$ cat src/ps2t_pkg.sv
// Package: shared constants, packet struct and clamp function for the PS/2 cursor tracker.
package ps2t_pkg;

   // Coordinate width of the cursor position
   localparam int COORD_BITS = 10;
   localparam int COORD_W    = COORD_BITS + 2;   // signed working width for add and clamp
   localparam int COORD_SPAN = 1 << COORD_BITS;
   localparam logic [COORD_BITS-1:0] COORD_MASK = {COORD_BITS{1'b1}};

   // Register and field widths
   localparam int SIZE_W  = 11;
   localparam int BYTE_W  = 8;
   localparam int BTN_W   = 3;
   localparam int CSR_IDX_W = 1;

   // Register indexes
   localparam logic [CSR_IDX_W-1:0] CSR_SCREEN_WIDTH  = 1'b0;
   localparam logic [CSR_IDX_W-1:0] CSR_SCREEN_HEIGHT = 1'b1;

   // Header bit positions
   localparam int HDR_SYNC_BIT  = 3;
   localparam int HDR_XSIGN_BIT = 4;
   localparam int HDR_YSIGN_BIT = 5;

   // Reset values
   localparam logic [SIZE_W-1:0]     RESET_W = SIZE_W'(800);
   localparam logic [SIZE_W-1:0]     RESET_H = SIZE_W'(600);
   localparam logic [COORD_BITS-1:0] RESET_X = COORD_BITS'(400);
   localparam logic [COORD_BITS-1:0] RESET_Y = COORD_BITS'(300);

   // One framed packet, presented when its third byte steps through
   typedef struct packed {
      logic              done;
      logic [BTN_W-1:0]  buttons;
      logic              x_sign;
      logic              y_sign;
      logic [BYTE_W-1:0] x_byte;
      logic [BYTE_W-1:0] y_byte;
   } ps2t_pkt_type;

   // Clamp a signed coordinate to 0 .. size-1; size 0 acts as 1
   function automatic logic [COORD_BITS-1:0] clamp_coord(
      input logic signed [COORD_W-1:0] v,
      input logic [SIZE_W-1:0]         size
   );
      logic [COORD_W-1:0]    size_ext;
      logic [COORD_BITS-1:0] hi;
      logic [COORD_BITS-1:0] res;
      size_ext = COORD_W'(size);
      if (size == '0) begin
         hi = '0;
      end else if (size_ext > COORD_W'(COORD_SPAN)) begin
         hi = COORD_MASK;
      end else begin
         hi = COORD_BITS'(size_ext - COORD_W'(1));
      end
      if (v < 0) begin
         res = '0;
      end else if (v > $signed({2'b00, hi})) begin
         res = hi;
      end else begin
         res = COORD_BITS'(v);
      end
      return res;
   endfunction

endpackage

$ cat src/ps2t_if.sv
// Interfaces: received-byte channel and cursor result channel.
interface ps2t_req_if;
   import ps2t_pkg::*;
   logic              valid;
   logic              ready;
   logic [BYTE_W-1:0] rx_byte;
   modport source (output valid, output rx_byte, input ready);
   modport sink   (input valid, input rx_byte, output ready);
endinterface

interface ps2t_rsp_if;
   import ps2t_pkg::*;
   logic                  valid;
   logic                  ready;
   logic [COORD_BITS-1:0] cursor_x;
   logic [COORD_BITS-1:0] cursor_y;
   logic [BTN_W-1:0]      buttons;
   modport source (output valid, output cursor_x, output cursor_y, output buttons, input ready);
   modport sink   (input valid, input cursor_x, input cursor_y, input buttons, output ready);
endinterface

$ cat src/ps2_mouse_packet_cursor_tracker.sv
// Top level: PS/2 mouse three-byte packet framer with clamped cursor tracking.
// Takes one received mouse byte per beat, every cycle if the result side keeps up.
// Each byte lands in an input register; from there framing, delta sign extension,
// the position add and the clamp to the screen size run combinationally into the
// result register, so a packet's result reaches the output through the input
// register and then the result register. The position feedback loop (add plus
// clamp) is a combinational path between the position registers, which sets the
// rate of one byte per cycle while the result side keeps up. Header bytes without
// the sync bit are dropped. A result waiting in the output register does not stop
// header or X bytes; only a third byte waits for it to drain.
// screen_width (index 0) and screen_height (index 1) reset to 800 and 600.
module ps2_mouse_packet_cursor_tracker (
   input  logic                           clock,
   input  logic                           reset,
   ps2t_req_if.sink                       req_bus,
   ps2t_rsp_if.source                     rsp_bus,
   input  logic                           csr_we,
   input  logic [ps2t_pkg::CSR_IDX_W-1:0] csr_index,
   input  logic [ps2t_pkg::SIZE_W-1:0]    csr_wdata
);
   import ps2t_pkg::*;

   logic [SIZE_W-1:0] width_ff, height_ff;
   logic              in_valid_ff;
   logic [BYTE_W-1:0] in_byte_ff;
   ps2t_pkt_type      pkt;
   logic              out_free;
   logic              step;
   logic              fire;

   // Configuration registers
   always_ff @(posedge clock) begin
      if (reset) begin
         width_ff  <= RESET_W;
         height_ff <= RESET_H;
      end else if (csr_we) begin
         unique case (csr_index)
            CSR_SCREEN_WIDTH:  width_ff  <= csr_wdata;
            CSR_SCREEN_HEIGHT: height_ff <= csr_wdata;
            default: ;
         endcase
      end
   end

   // Held byte moves on unless it completes a packet and the result is blocked
   assign step = in_valid_ff && (!pkt.done || out_free);
   assign fire = step && pkt.done;
   assign req_bus.ready = !in_valid_ff || step;

   // Input register
   always_ff @(posedge clock) begin
      if (reset) begin
         in_valid_ff <= 1'b0;
      end else if (req_bus.ready) begin
         in_valid_ff <= req_bus.valid;
      end
   end

   always_ff @(posedge clock) begin
      if (req_bus.ready && req_bus.valid) begin
         in_byte_ff <= req_bus.rx_byte;
      end
   end

   ps2t_framer u_framer (
      .clock      (clock),
      .reset      (reset),
      .byte_valid (in_valid_ff),
      .byte_data  (in_byte_ff),
      .step       (step),
      .pkt        (pkt)
   );

   ps2t_cursor u_cursor (
      .clock         (clock),
      .reset         (reset),
      .fire          (fire),
      .pkt           (pkt),
      .screen_width  (width_ff),
      .screen_height (height_ff),
      .out_free      (out_free),
      .rsp           (rsp_bus)
   );

endmodule

$ cat src/ps2t_framer.sv
// Packet framer: tracks byte phase and holds header and X delta bytes.
module ps2t_framer (
   input  logic                           clock,
   input  logic                           reset,
   input  logic                           byte_valid,
   input  logic [ps2t_pkg::BYTE_W-1:0]    byte_data,
   input  logic                           step,
   output ps2t_pkg::ps2t_pkt_type         pkt
);
   import ps2t_pkg::*;

   localparam logic [1:0] PH_HDR = 2'd0;
   localparam logic [1:0] PH_X   = 2'd1;
   localparam logic [1:0] PH_Y   = 2'd2;

   logic [1:0]        phase_ff, phase_in;
   logic [BYTE_W-1:0] header_ff, header_in;
   logic [BYTE_W-1:0] xbyte_ff, xbyte_in;

   // Next phase and byte capture
   always_comb begin
      phase_in  = phase_ff;
      header_in = header_ff;
      xbyte_in  = xbyte_ff;
      unique case (phase_ff)
         PH_X: begin
            xbyte_in = byte_data;
            phase_in = PH_Y;
         end
         PH_Y: begin
            phase_in = PH_HDR;
         end
         default: begin
            // header phase (and the unused code): resync on missing sync bit
            if (byte_data[HDR_SYNC_BIT]) begin
               header_in = byte_data;
               phase_in  = PH_X;
            end else begin
               phase_in  = PH_HDR;
            end
         end
      endcase
   end

   always_ff @(posedge clock) begin
      if (reset) begin
         phase_ff <= PH_HDR;
      end else if (step) begin
         phase_ff <= phase_in;
      end
   end

   always_ff @(posedge clock) begin
      if (step) begin
         header_ff <= header_in;
         xbyte_ff  <= xbyte_in;
      end
   end

   // Completed packet view for the cursor stage
   always_comb begin
      pkt.done    = byte_valid && (phase_ff == PH_Y);
      pkt.buttons = header_ff[BTN_W-1:0];
      pkt.x_sign  = header_ff[HDR_XSIGN_BIT];
      pkt.y_sign  = header_ff[HDR_YSIGN_BIT];
      pkt.x_byte  = xbyte_ff;
      pkt.y_byte  = byte_data;
   end

endmodule

$ cat src/ps2t_cursor.sv
// Cursor stage: position registers, add and clamp, result register.
module ps2t_cursor (
   input  logic                        clock,
   input  logic                        reset,
   input  logic                        fire,
   input  ps2t_pkg::ps2t_pkt_type      pkt,
   input  logic [ps2t_pkg::SIZE_W-1:0] screen_width,
   input  logic [ps2t_pkg::SIZE_W-1:0] screen_height,
   output logic                        out_free,
   ps2t_rsp_if.source                  rsp
);
   import ps2t_pkg::*;

   logic [COORD_BITS-1:0]     pos_x_ff, pos_x_in;
   logic [COORD_BITS-1:0]     pos_y_ff, pos_y_in;
   logic                      out_valid_ff, out_valid_in;
   logic [COORD_BITS-1:0]     out_x_ff, out_y_ff;
   logic [BTN_W-1:0]          out_btn_ff;
   logic signed [COORD_W-1:0] dx, dy, sum_x, sum_y;

   // 9-bit deltas from header sign bits, then add/subtract and clamp
   always_comb begin
      dx       = COORD_W'($signed({pkt.x_sign, pkt.x_byte}));
      dy       = COORD_W'($signed({pkt.y_sign, pkt.y_byte}));
      sum_x    = $signed({2'b00, pos_x_ff}) + dx;
      sum_y    = $signed({2'b00, pos_y_ff}) - dy;
      pos_x_in = clamp_coord(sum_x, screen_width);
      pos_y_in = clamp_coord(sum_y, screen_height);
   end

   assign out_free     = !out_valid_ff || rsp.ready;
   assign out_valid_in = fire || (out_valid_ff && !rsp.ready);

   always_ff @(posedge clock) begin
      if (reset) begin
         pos_x_ff     <= RESET_X;
         pos_y_ff     <= RESET_Y;
         out_valid_ff <= 1'b0;
      end else begin
         out_valid_ff <= out_valid_in;
         if (fire) begin
            pos_x_ff <= pos_x_in;
            pos_y_ff <= pos_y_in;
         end
      end
   end

   // Result payload
   always_ff @(posedge clock) begin
      if (fire) begin
         out_x_ff   <= pos_x_in;
         out_y_ff   <= pos_y_in;
         out_btn_ff <= pkt.buttons;
      end
   end

   assign rsp.valid    = out_valid_ff;
   assign rsp.cursor_x = out_x_ff;
   assign rsp.cursor_y = out_y_ff;
   assign rsp.buttons  = out_btn_ff;

endmodule
$ cat src/flat_wrapper.sv
// flat-port wrapper written by rule: the top's interface ports become plain ports
module ps2_mouse_packet_cursor_tracker_flat import ps2t_pkg::*;
  (clock, reset, csr_we, csr_index, csr_wdata, req_bus_valid, req_bus_rx_byte, req_bus_ready, rsp_bus_valid, rsp_bus_cursor_x, rsp_bus_cursor_y, rsp_bus_buttons, rsp_bus_ready);
  ps2t_req_if req_bus_i ();
  ps2t_rsp_if rsp_bus_i ();
  input  logic clock;
  input  logic reset;
  input  logic csr_we;
  input  logic [ps2t_pkg::CSR_IDX_W-1:0] csr_index;
  input  logic [ps2t_pkg::SIZE_W-1:0] csr_wdata;
  input wire logic [$bits(req_bus_i.valid)-1:0] req_bus_valid;
  input wire logic [$bits(req_bus_i.rx_byte)-1:0] req_bus_rx_byte;
  output wire logic [$bits(req_bus_i.ready)-1:0] req_bus_ready;
  output wire logic [$bits(rsp_bus_i.valid)-1:0] rsp_bus_valid;
  output wire logic [$bits(rsp_bus_i.cursor_x)-1:0] rsp_bus_cursor_x;
  output wire logic [$bits(rsp_bus_i.cursor_y)-1:0] rsp_bus_cursor_y;
  output wire logic [$bits(rsp_bus_i.buttons)-1:0] rsp_bus_buttons;
  input wire logic [$bits(rsp_bus_i.ready)-1:0] rsp_bus_ready;
  assign req_bus_i.valid = req_bus_valid;
  assign req_bus_i.rx_byte = req_bus_rx_byte;
  assign req_bus_ready = req_bus_i.ready;
  assign rsp_bus_valid = rsp_bus_i.valid;
  assign rsp_bus_cursor_x = rsp_bus_i.cursor_x;
  assign rsp_bus_cursor_y = rsp_bus_i.cursor_y;
  assign rsp_bus_buttons = rsp_bus_i.buttons;
  assign rsp_bus_i.ready = rsp_bus_ready;
  ps2_mouse_packet_cursor_tracker u_core (.clock(clock), .reset(reset), .req_bus(req_bus_i), .rsp_bus(rsp_bus_i), .csr_we(csr_we), .csr_index(csr_index), .csr_wdata(csr_wdata));
endmodule
$ cat config.mk
export PLATFORM = sky130hd
export DESIGN_NAME = ps2_mouse_packet_cursor_tracker_flat
export DESIGN_NICKNAME = d
export VERILOG_FILES = /design/src/ps2t_pkg.sv /design/src/ps2t_if.sv /design/src/ps2_mouse_packet_cursor_tracker.sv /design/src/ps2t_framer.sv /design/src/ps2t_cursor.sv /design/src/flat_wrapper.sv
export SDC_FILE = /design/constraint.sdc
export NUM_CORES = 1
export LEC_CHECK = 0
export BUFFER_PORTS_ARGS = -buffer_cell sky130_fd_sc_hd__buf_2
export CAP_MARGIN = 20
export CELL_PAD_IN_SITES_DETAIL_PLACEMENT = 1
export CELL_PAD_IN_SITES_GLOBAL_PLACEMENT = 1
export CORE_ASPECT_RATIO = 0.8
export CORE_MARGIN = 2
export CORE_UTILIZATION = 23
export CTS_CLUSTER_SIZE = 10
export DETAILED_ROUTE_END_ITERATION = 16
export HOLD_SLACK_MARGIN = 0.12
export PLACE_DENSITY_LB_ADDON = 0.1
export SLEW_MARGIN = 30
export SYNTH_ARGS = -nofsm -noshare
export SYNTH_HDL_FRONTEND = slang
export SYNTH_SLANG_ARGS = --single-unit
$ cat constraint.sdc
create_clock -name clock -period 7.45 [get_ports clock]
set_input_delay 1.1175 -clock clock [delete_from_list [all_inputs] [get_ports clock]]
set_output_delay 1.1175 -clock clock [all_outputs]
set_load 0.03 [all_outputs]
# == Word-level counts from Yosys, hierarchy flattened ==
# Index checks and enable logic that the tools add are counted.
# W data, S select, Z words.
# word_totals
ff_bits,90
output_inout_bits,25
ram_bits,0
memories,0
latch_bits,0
elab_cells,57
input_bits,25
rom_bits,0
# op_classes
add_sub_neg,4
n_shift,0
n_bitwise,2
n_reduce_logical,20
n_mul,0
order_cmp,6
n_mux,10
n_eq_ne,2
n_div,0
# op_table
cell,n
$mux W10,8
$gt A12 B11 Y1,2
$lt A12 B1 Y1 const B,2
$gt A11 B11 Y1 const B,2
$logic_not A11 Y1,2
$sub A10 B1 Y10 const B,2
$add A11 B9 Y12,1
$sub A11 B9 Y12,1
$reduce_and A2 Y1,3
$logic_and A1 B1 Y1,5
$logic_not A1 Y1,4
$logic_or A1 B1 Y1,4
$pmux W2 S2,1
$reduce_and A3 Y1,1
$eq A2 B1 Y1 const B,1
$eq A2 B2 Y1 const B,1
$not A1 Y1,2
$reduce_or A2 Y1,1
$mux W1,1

# == Depth between registers and ports, before layout ==
# Gate-level depths: netlist of the first run.
# depth
depth_word,7
mapped_depth,18
ltp_nobuf,17

# == Cells and area by module ==
# Synthesis of the first run repeated with hierarchy kept, for this count alone.
# hier_totals
cells_unflattened,584
area_unflattened_um2,5620.4
# modules_own_cells
mod,area_per_inst_um2,cells_per_inst,n_inst
ps2t_cursor,3804.9,441,1
ps2_mouse_packet_cursor_tracker,1228.7,107,1
ps2t_framer,586.8,36,1

# == Worst setup path after synthesis of the first run ==
# No wires, ideal clock.
# synth_path
path_type,flip-flop to flip-flop
start,register u_core.width_ff[2]
end,"register u_core.u_cursor.out_x_ff[9] (netlist: u_core.u_cursor.rsp.cursor_x[9]), data pin"
setup_slack_ns,3.473
arrival_ns,3.712
path_buffers,1
stages_incl_launch_ff,16
path_cell_list,dfxtp_1 > or4_1 > nor4_2 > nand3b_1 > o21ai_0 > a21boi_0 > ha_1 > nor2b_1 > o211ai_1 > a211oi_1 > o41a_1 > a32oi_2 > and2_1 > buf_6 > mux2i_1 > nor2_1
# synth_between
elab_chain_cells,6
elab_cells_between_ends,8
classes_between,add/sub (1); order compare (2); mux (4); reduce/logical (1)
# synth_rtl
item,line,text
start: declaration,ps2_mouse_packet_cursor_tracker.sv:23,"logic [SIZE_W-1:0] width_ff, height_ff;"
start signal: assignment,ps2_mouse_packet_cursor_tracker.sv:38,CSR_SCREEN_WIDTH: width_ff <= csr_wdata;
$sub A10 B1 Y10 or $gt A11 B11 Y1 (tied branches),"ps2t_pkg.sv:55, ps2t_pkg.sv:52",
$mux W10,ps2t_pkg.sv:52,end else if (size_ext > COORD_W'(COORD_SPAN)) begin
$mux W10 (*),ps2t_pkg.sv:50,if (size == '0) begin
$gt A12 B11 Y1,ps2t_pkg.sv:59,"end else if (v > $signed({2'b00, hi})) begin"
$mux W10 (*),ps2t_pkg.sv:59,
$mux W10 (*),ps2t_pkg.sv:57,if (v < 0) begin
net u_core.u_cursor.pos_x_in[9],ps2t_cursor.sv:14,"logic [COORD_BITS-1:0] pos_x_ff, pos_x_in;"
end signal: assignment,ps2t_cursor.sv:51,out_x_ff <= pos_x_in;
end: declaration,ps2t_cursor.sv:17,"logic [COORD_BITS-1:0] out_x_ff, out_y_ff;"
# The timed path passes the listed nets; every way through them passes the cells marked *.
# A chain may end at the register's enable or synchronous reset.

# == Worst setup path in the final report of the first run ==
# Ends and elaborated chain as after synthesis.

==> reports/summary.txt, run 1 <==
status = finished clean
Hold-fix buffers, CTS = 0
# rows = 49
Via-to-Cell Ratio = 4.55
largest net degree at the start of global routing = 43
Final Max Tran Viols = 0
peak supply drop = 100 uV
Hold Startpoint = u_core.u_framer.header_ff[1]
Post-CTS Setup Bufs = 0
GPL Wtd Cong = 0.793
Pwr Total = 1.24 mW
Mapped Area = 5330 sq um
Synth Instances = 582
most frequent cells in the layout = nand2_1, a21oi_1, nor2_1, buf_2
Post-Synthesis Net Count = 655
max_slew headroom = 0.393
fin crit share = 0.631
Crit. End Element = flop
H-tree depth = 3
Critical Path AT = 4.77 ns
first-pass GRT wire length = 25200 microns
Final Setup Violations = 0
Power Density = 199 nW/um^2
Avg WL per Cell = 16.7 microns
Ant. Diodes = 0
global-route usage over all layers = 0.134
dominant synthesized flop cell = dfxtp_1
number of fill cells = 2663
CTS root buffer = clkbuf_16
TritonCTS Buffers = 9
r2r setup slk = 2.75 ns
CP Class = reg -> reg
CP Launch Type = flop
Hold Crit Endpoint = u_core.u_cursor.rsp.buttons[1]
sequential share of the synthesized area = 0.421
worst-path fanout max = 10
most common cell after layout, fill and taps aside = nand2_1
hpwl dp = 12600 microns
CP max-delay cell = or4_1
worst-path cell chain = or4_1 -> nor4_2 -> nand3b_1 -> o21ai_0 -> a21boi_0 -> ha_1 -> nor2b_1 -> o211ai_1 -> a211oi_1 -> o41a_1 -> a32oi_2 -> and2_1 -> mux2i_1 -> nor2_1
Cell variety after synth = 60
Post-CTS Resized = 0
CP startpoint = u_core.width_ff[2]
Yosys reg bits = 90
initial antenna violation count = 0
Die X = 174 microns
Die Ht = 140 microns
Post-Route Skew = 0.00931 ns
grt ovf = 0
Area Overhead vs Synth = 17.1%
DRT iter0 DRCs = 172
ANT nets after route = 0
Ys Warns = 0
sequential cell area = 2240 sq um
Worst Reg-to-Reg Cells = 14
hold path cells = 0
die area = 24400 sq um
routed vias = 4286
average size of a mapped cell = 9.16 sq um
Crit path max-delay family = simple AND/OR/NAND/NOR gates
IO Count = 50
share of async-settable or async-resettable flops after synthesis = 0
number of global-route vias before repair = 4522
Final Critical Period = 4.70 ns
required time of the critical path = 7.52 ns
ratio of cells with drive above 1 in the final layout = 0.134
r2r endpoint = u_core.u_cursor.rsp.cursor_x[9]
max_cap viols = 0
drt total wl = 15700 microns
clock-pin slew on the worst setup and hold paths = 0.07 ns
RSZ-0062 raised after global routing = no
Leakage = 2.48 nW
slowest cell delay on critical path = 0.60 ns
Post-route DRC = 0
setup tns final = 0 ns
Worst Tran Pin Value = 0.909 ns
PortBufs = 49
Hold Crit Class = reg -> reg
Post-synth EDFFs = 44
WP buf/inv = 0
CTS tree = built
endpoints failing hold = 0
Multi-input gate area = 2870 sq um
clk buf depth = 2
clock sink count = 90
DRT Pass-1 Iters = 4
R2R Path Start = u_core.width_ff[2]
nets = 704
Core Footprint = 22600 sq um
FMAX = 0.213 GHz
worst-skew pair later-pin latency = 0.35 ns
initial core utilization = 0.236
## worst reg2reg max path, cell delays in order (launching register included)
cell and delay [ns]:
dfxtp_1 0.36, or4_1 0.60, nor4_2 0.35, nand3b_1 0.22, o21ai_0 0.12, a21boi_0 0.34, ha_1 0.31, nor2b_1 0.13
o211ai_1 0.16, a211oi_1 0.10, o41a_1 0.44, a32oi_2 0.47, and2_1 0.45, mux2i_1 0.31, nor2_1 0.06
## worst max-delay path by stage
| stage | to | slack [ns] | depth (start not counted) |
|---|---|---|---|
| after floorplan | u_core.u_cursor.rsp.cursor_x[9] | 3.47 | 15 |
| after global placement | u_core.u_cursor.rsp.cursor_x[9] | 2.90 | 14 |
| after detailed placement | u_core.u_cursor.rsp.cursor_x[9] | 2.75 | 14 |
| after CTS | u_core.u_cursor.rsp.cursor_x[9] | 2.74 | 14 |
| after global routing | u_core.u_cursor.rsp.cursor_x[9] | 2.32 | 14 |
| final | u_core.u_cursor.rsp.cursor_x[9] | 2.75 | 14 |
## routing by layer
metal	routed length (microns)	part of all wire	vias up	GRT usage
li1	-	-	2166	-
met1	8720	0.55	2039	0.202
met2	6220	0.40	69	0.191
met3	618	0.039	12	0.0304
met4	166	0.011	0	0.0332
met5	0	0	-	0
## kinds of logic after synthesis
logic type	synth area share
and+or+nand+nor	0.177
buffers and inverters	0.0439
xor gates and xnor gates	0.0427
muxes	0.0209
DFF	0.421
AOI/OAI and AO/OA	0.176
adders and majority gates	0.119
## sequential cells by signal (all words and copies together), names as in the netlist
register / count
u_core.in_valid_ff: 1
u_core.u_cursor.rsp.valid: 1
u_core.u_cursor.rsp.cursor_x: 10
u_core.u_framer.xbyte_ff: 8
u_core.u_cursor.pos_x_ff: 10
u_core.u_cursor.rsp.cursor_y: 10
u_core.height_ff: 11
u_core.u_framer.header_ff: 5
u_core.width_ff: 11
u_core.u_framer.phase_ff: 2
u_core.u_cursor.pos_y_ff: 10
u_core.in_byte_ff: 8
u_core.u_cursor.rsp.buttons: 3
## synthesized netlist by cell type, types with 8 or more instances
| cell type | n | area share |
|---|---|---|
| edfxtp_1 | 44 | 0.25 |
| inv_1 | 45 | 0.032 |
| a21oi_1 | 64 | 0.060 |
| nor2b_1 | 9 | 0.011 |
| dfxtp_1 | 46 | 0.17 |
| o31ai_1 | 11 | 0.015 |
| o21ai_0 | 26 | 0.024 |
| clkbuf_1 | 12 | 0.0085 |
| xor2_1 | 10 | 0.016 |
| mux2i_1 | 10 | 0.019 |
| nand3b_1 | 13 | 0.018 |
| nand3_1 | 8 | 0.0075 |
| xnor2_1 | 16 | 0.026 |
| ha_1 | 46 | 0.11 |
| nor2_1 | 51 | 0.036 |
| o21a_1 | 13 | 0.018 |
| nand2_1 | 72 | 0.051 |
## power by group
part	switching (mW)	internal (mW)
combinational	0.133	0.0818
clock	0.219	0.254
sequential	0.0157	0.535
## stage by stage
stage	instance area (sq um)	setup WS, ns	instances	util	hold WS (ns)
after floorplan	5330	3.47	582	-	0.400
after global placement	5930	2.90	926	0.262	0.406
after detailed placement	5940	2.75	926	0.262	0.406
after CTS	6240	2.74	942	0.276	0.426
after global routing	6240	2.32	942	0.276	0.435
final	6240	2.75	942	0.276	0.421
## cell type report
type,instances,area share
Sequential cell,90,0.359
Inverter,45,0.0271
Clock inverter,6,0.00862
Timing Repair Buffer,53,0.0441
Multi-Input combinational cell,432,0.459
Clock buffer,10,0.0401
Tap cell,306,0.0614
(Power assumes the default switching activity.)
==> run 2, diff against run 1 <==
==> constraint.sdc (replaced) <==
create_clock -name clock -period 4.1 [get_ports clock]
set_input_delay 0.615 -clock clock [delete_from_list [all_inputs] [get_ports clock]]
set_output_delay 0.615 -clock clock [all_outputs]
set_load 0.03 [all_outputs]
==> reports/summary.txt, run 2 (synthesis gave the netlist of run 1 again) <==
Pwr Total = 2.25 mW (was 1.24 mW)
hold path cells = 0 (unchanged)
# rows = 49 (unchanged)
Area Overhead vs Synth = 19.4% (was 17.1%)
Hold Crit Class = reg -> reg (unchanged)
worst-skew pair later-pin latency = 0.35 ns (about the same)
Hold Startpoint = u_core.u_framer.header_ff[2] (was u_core.u_framer.header_ff[1])
Via-to-Cell Ratio = 4.51 (was 4.55)
clock sink count = 90 (unchanged)
peak supply drop = 191 uV (was 100 uV)
CP Class = reg -> reg (unchanged)
Die Ht = 140 microns (unchanged)
top flop regs = u_core.height_ff x11, u_core.width_ff x11 (unchanged)
r2r endpoint = u_core.u_cursor.rsp.cursor_x[8] (was u_core.u_cursor.rsp.cursor_x[9])
Avg WL per Cell = 16.7 microns (about the same)
initial core utilization = 0.236 (unchanged)
worst-path fanout max = 7 (was 10)
IO Count = 50 (unchanged)
hpwl dp = 12800 microns (was 12600 microns)
most frequent cells in the layout = nand2_1, a21oi_1, nor2_1, buf_2 (unchanged)
status = finished clean (unchanged)
GPL Wtd Cong = 0.785 (was 0.793)
Core Footprint = 22600 sq um (unchanged)
placed cell areas = 6010 sq um (was 5940 sq um)
Post-Route Skew = 0.0101 ns (was 0.00931 ns)
routed vias = 4301 (was 4286)
nets = 716 (was 704)
Die X = 174 microns (unchanged)
DRT Pass-1 Iters = 4 (unchanged)
first-pass GRT wire length = 25200 microns (about the same)
Final Critical Period = 3.90 ns (was 4.70 ns)
Final Max Tran Viols = 0 (unchanged)
Crit. End Element = flop (unchanged)
Post-route DRC = 0 (unchanged)
largest net degree at the start of global routing = 43 (unchanged)
drt total wl = 16000 microns (was 15700 microns)
r2r setup slk = 0.20 ns (was 2.75 ns)
Ant. Diodes = 0 (unchanged)
CTS root buffer = clkbuf_16 (unchanged)
ratio of cells with drive above 1 in the final layout = 0.160 (was 0.134)
Final Setup Violations = 0 (unchanged)
fin crit share = 0.952 (was 0.631)
most common cell after layout, fill and taps aside = nand2_1 (unchanged)
fin area = 6360 sq um (was 6240 sq um)
endpoints failing hold = 0 (unchanged)
die area = 24400 sq um (unchanged)
PortBufs = 49 (unchanged)
H-tree depth = 3 (unchanged)
global-route usage over all layers = 0.134 (about the same)
required time of the critical path = 4.19 ns (was 7.52 ns)
Power Density = 353 nW/um^2 (was 199 nW/um^2)
initial antenna violation count = 0 (unchanged)
grt ovf = 0 (unchanged)
Critical Path AT = 3.99 ns (was 4.77 ns)
RSZ-0062 raised after global routing = yes (was no)
ANT nets after route = 0 (unchanged)
R2R Path Start = u_core.width_ff[3] (was u_core.width_ff[2])
Worst Tran Pin Value = 0.816 ns (was 0.909 ns)
Hold Crit Endpoint = u_core.u_cursor.rsp.buttons[2] (was u_core.u_cursor.rsp.buttons[1])
max_cap viols = 0 (unchanged)
Leakage = 2.54 nW (was 2.48 nW)
clock-pin slew on the worst setup and hold paths = 0.07 ns (about the same)
max_slew headroom = 0.456 (was 0.393)
number of global-route vias before repair = 4438 (was 4522)
Worst Reg-to-Reg Cells = 14 (unchanged)
CP Launch Type = flop (unchanged)
clk buf depth = 2 (unchanged)
TritonCTS Buffers = 9 (unchanged)
CTS tree = built (unchanged)
FMAX = 0.256 GHz (was 0.213 GHz)
DRT iter0 DRCs = 176 (was 172)
==> run 2: cell types whose count changed in the layout (fill, tap and decap cells not counted), moves of 2 or more <==
cell,before,now
a21oi_1,64,62
a21oi_2,0,2
buf_4,4,16
mux2i_1,10,8
mux2i_2,0,2
==> run 2: worst max-delay path, stage by stage (launching register included) <==
cell and delay [ns]:
dfxtp_1 0.35, or4_1 0.58, or4_1 0.46, nor3b_1 0.22
a211oi_1 0.09, buf_4 0.17, ha_1 0.28, nand3_1 0.12
a211oi_1 0.25, o41a_1 0.25, a32oi_2 0.14, and2_4 0.21
buf_4 0.17, a21oi_1 0.28, nor2_1 0.08
==> run 2: routing by layer <==
layer | vias to the layer above | share of wire | GRT usage
met5 | - | 0 | 0
met4 | 0 | 0.0038 | 0.0305
met3 | 2 | 0.036 | 0.0293
met2 | 63 | 0.41 | 0.190
met1 | 2052 | 0.55 | 0.204
li1 | 2184 | - | -
==> run 2: cell type report <==
cell class              count  area [sq um]
fillers                  2638         16300
multi-input cells         432          2910
flip-flops and latches     90          2240
well taps                 306           383
repair buffers             65           365
clock buffers              11           254
inverters                  45           169
clock inverters             5          42.5
==> run 2: worst max path at each step <==
stage | cells after the start | from | endpoint | slack [ns]
detailed placement | 15 | u_core.width_ff[3] | u_core.u_cursor.pos_x_ff[2] | 0.04
CTS | 15 | u_core.width_ff[3] | u_core.u_cursor.pos_x_ff[2] | 0.02
finish | 14 | u_core.width_ff[3] | u_core.u_cursor.rsp.cursor_x[8] | 0.20
global route | 17 | u_core.u_framer.xbyte_ff[0] | u_core.u_cursor.rsp.cursor_x[8] | -0.05
global placement | 15 | u_core.width_ff[3] | u_core.u_cursor.rsp.cursor_x[4] | 0.18
floorplan | 15 | u_core.width_ff[2] | u_core.u_cursor.rsp.cursor_x[9] | 0.12
==> run 2: where the power goes <==
part,total [mW],internal [mW],switching [mW]
sequential,1.00,0.973,0.0274
combinational,0.409,0.162,0.247
clock,0.837,0.458,0.379
==> run 2: stage by stage <==
| step | setup WS (ns) | setup TNS [ns] | std cells | hold WS (ns) | util |
|---|---|---|---|---|---|
| finish | 0.198 | 0 | 954 | 0.429 | 0.281 |
| CTS | 0.0200 | 0 | 953 | 0.419 | 0.279 |
| floorplan | 0.123 | 0 | 582 | 0.400 | - |
| global route | -0.0550 | -0.107 | 954 | 0.424 | 0.281 |
| global placement | 0.178 | 0 | 937 | 0.407 | 0.265 |
| detailed placement | 0.0420 | 0 | 937 | 0.419 | 0.266 |
==> run 2: what timing repair did <==
item,CTS,global route
endpoints found under the setup margin,0,32
hold buffers,0,0
buffers inserted,0,1
hold endpoints to repair,0,0
gates resized for setup,0,12
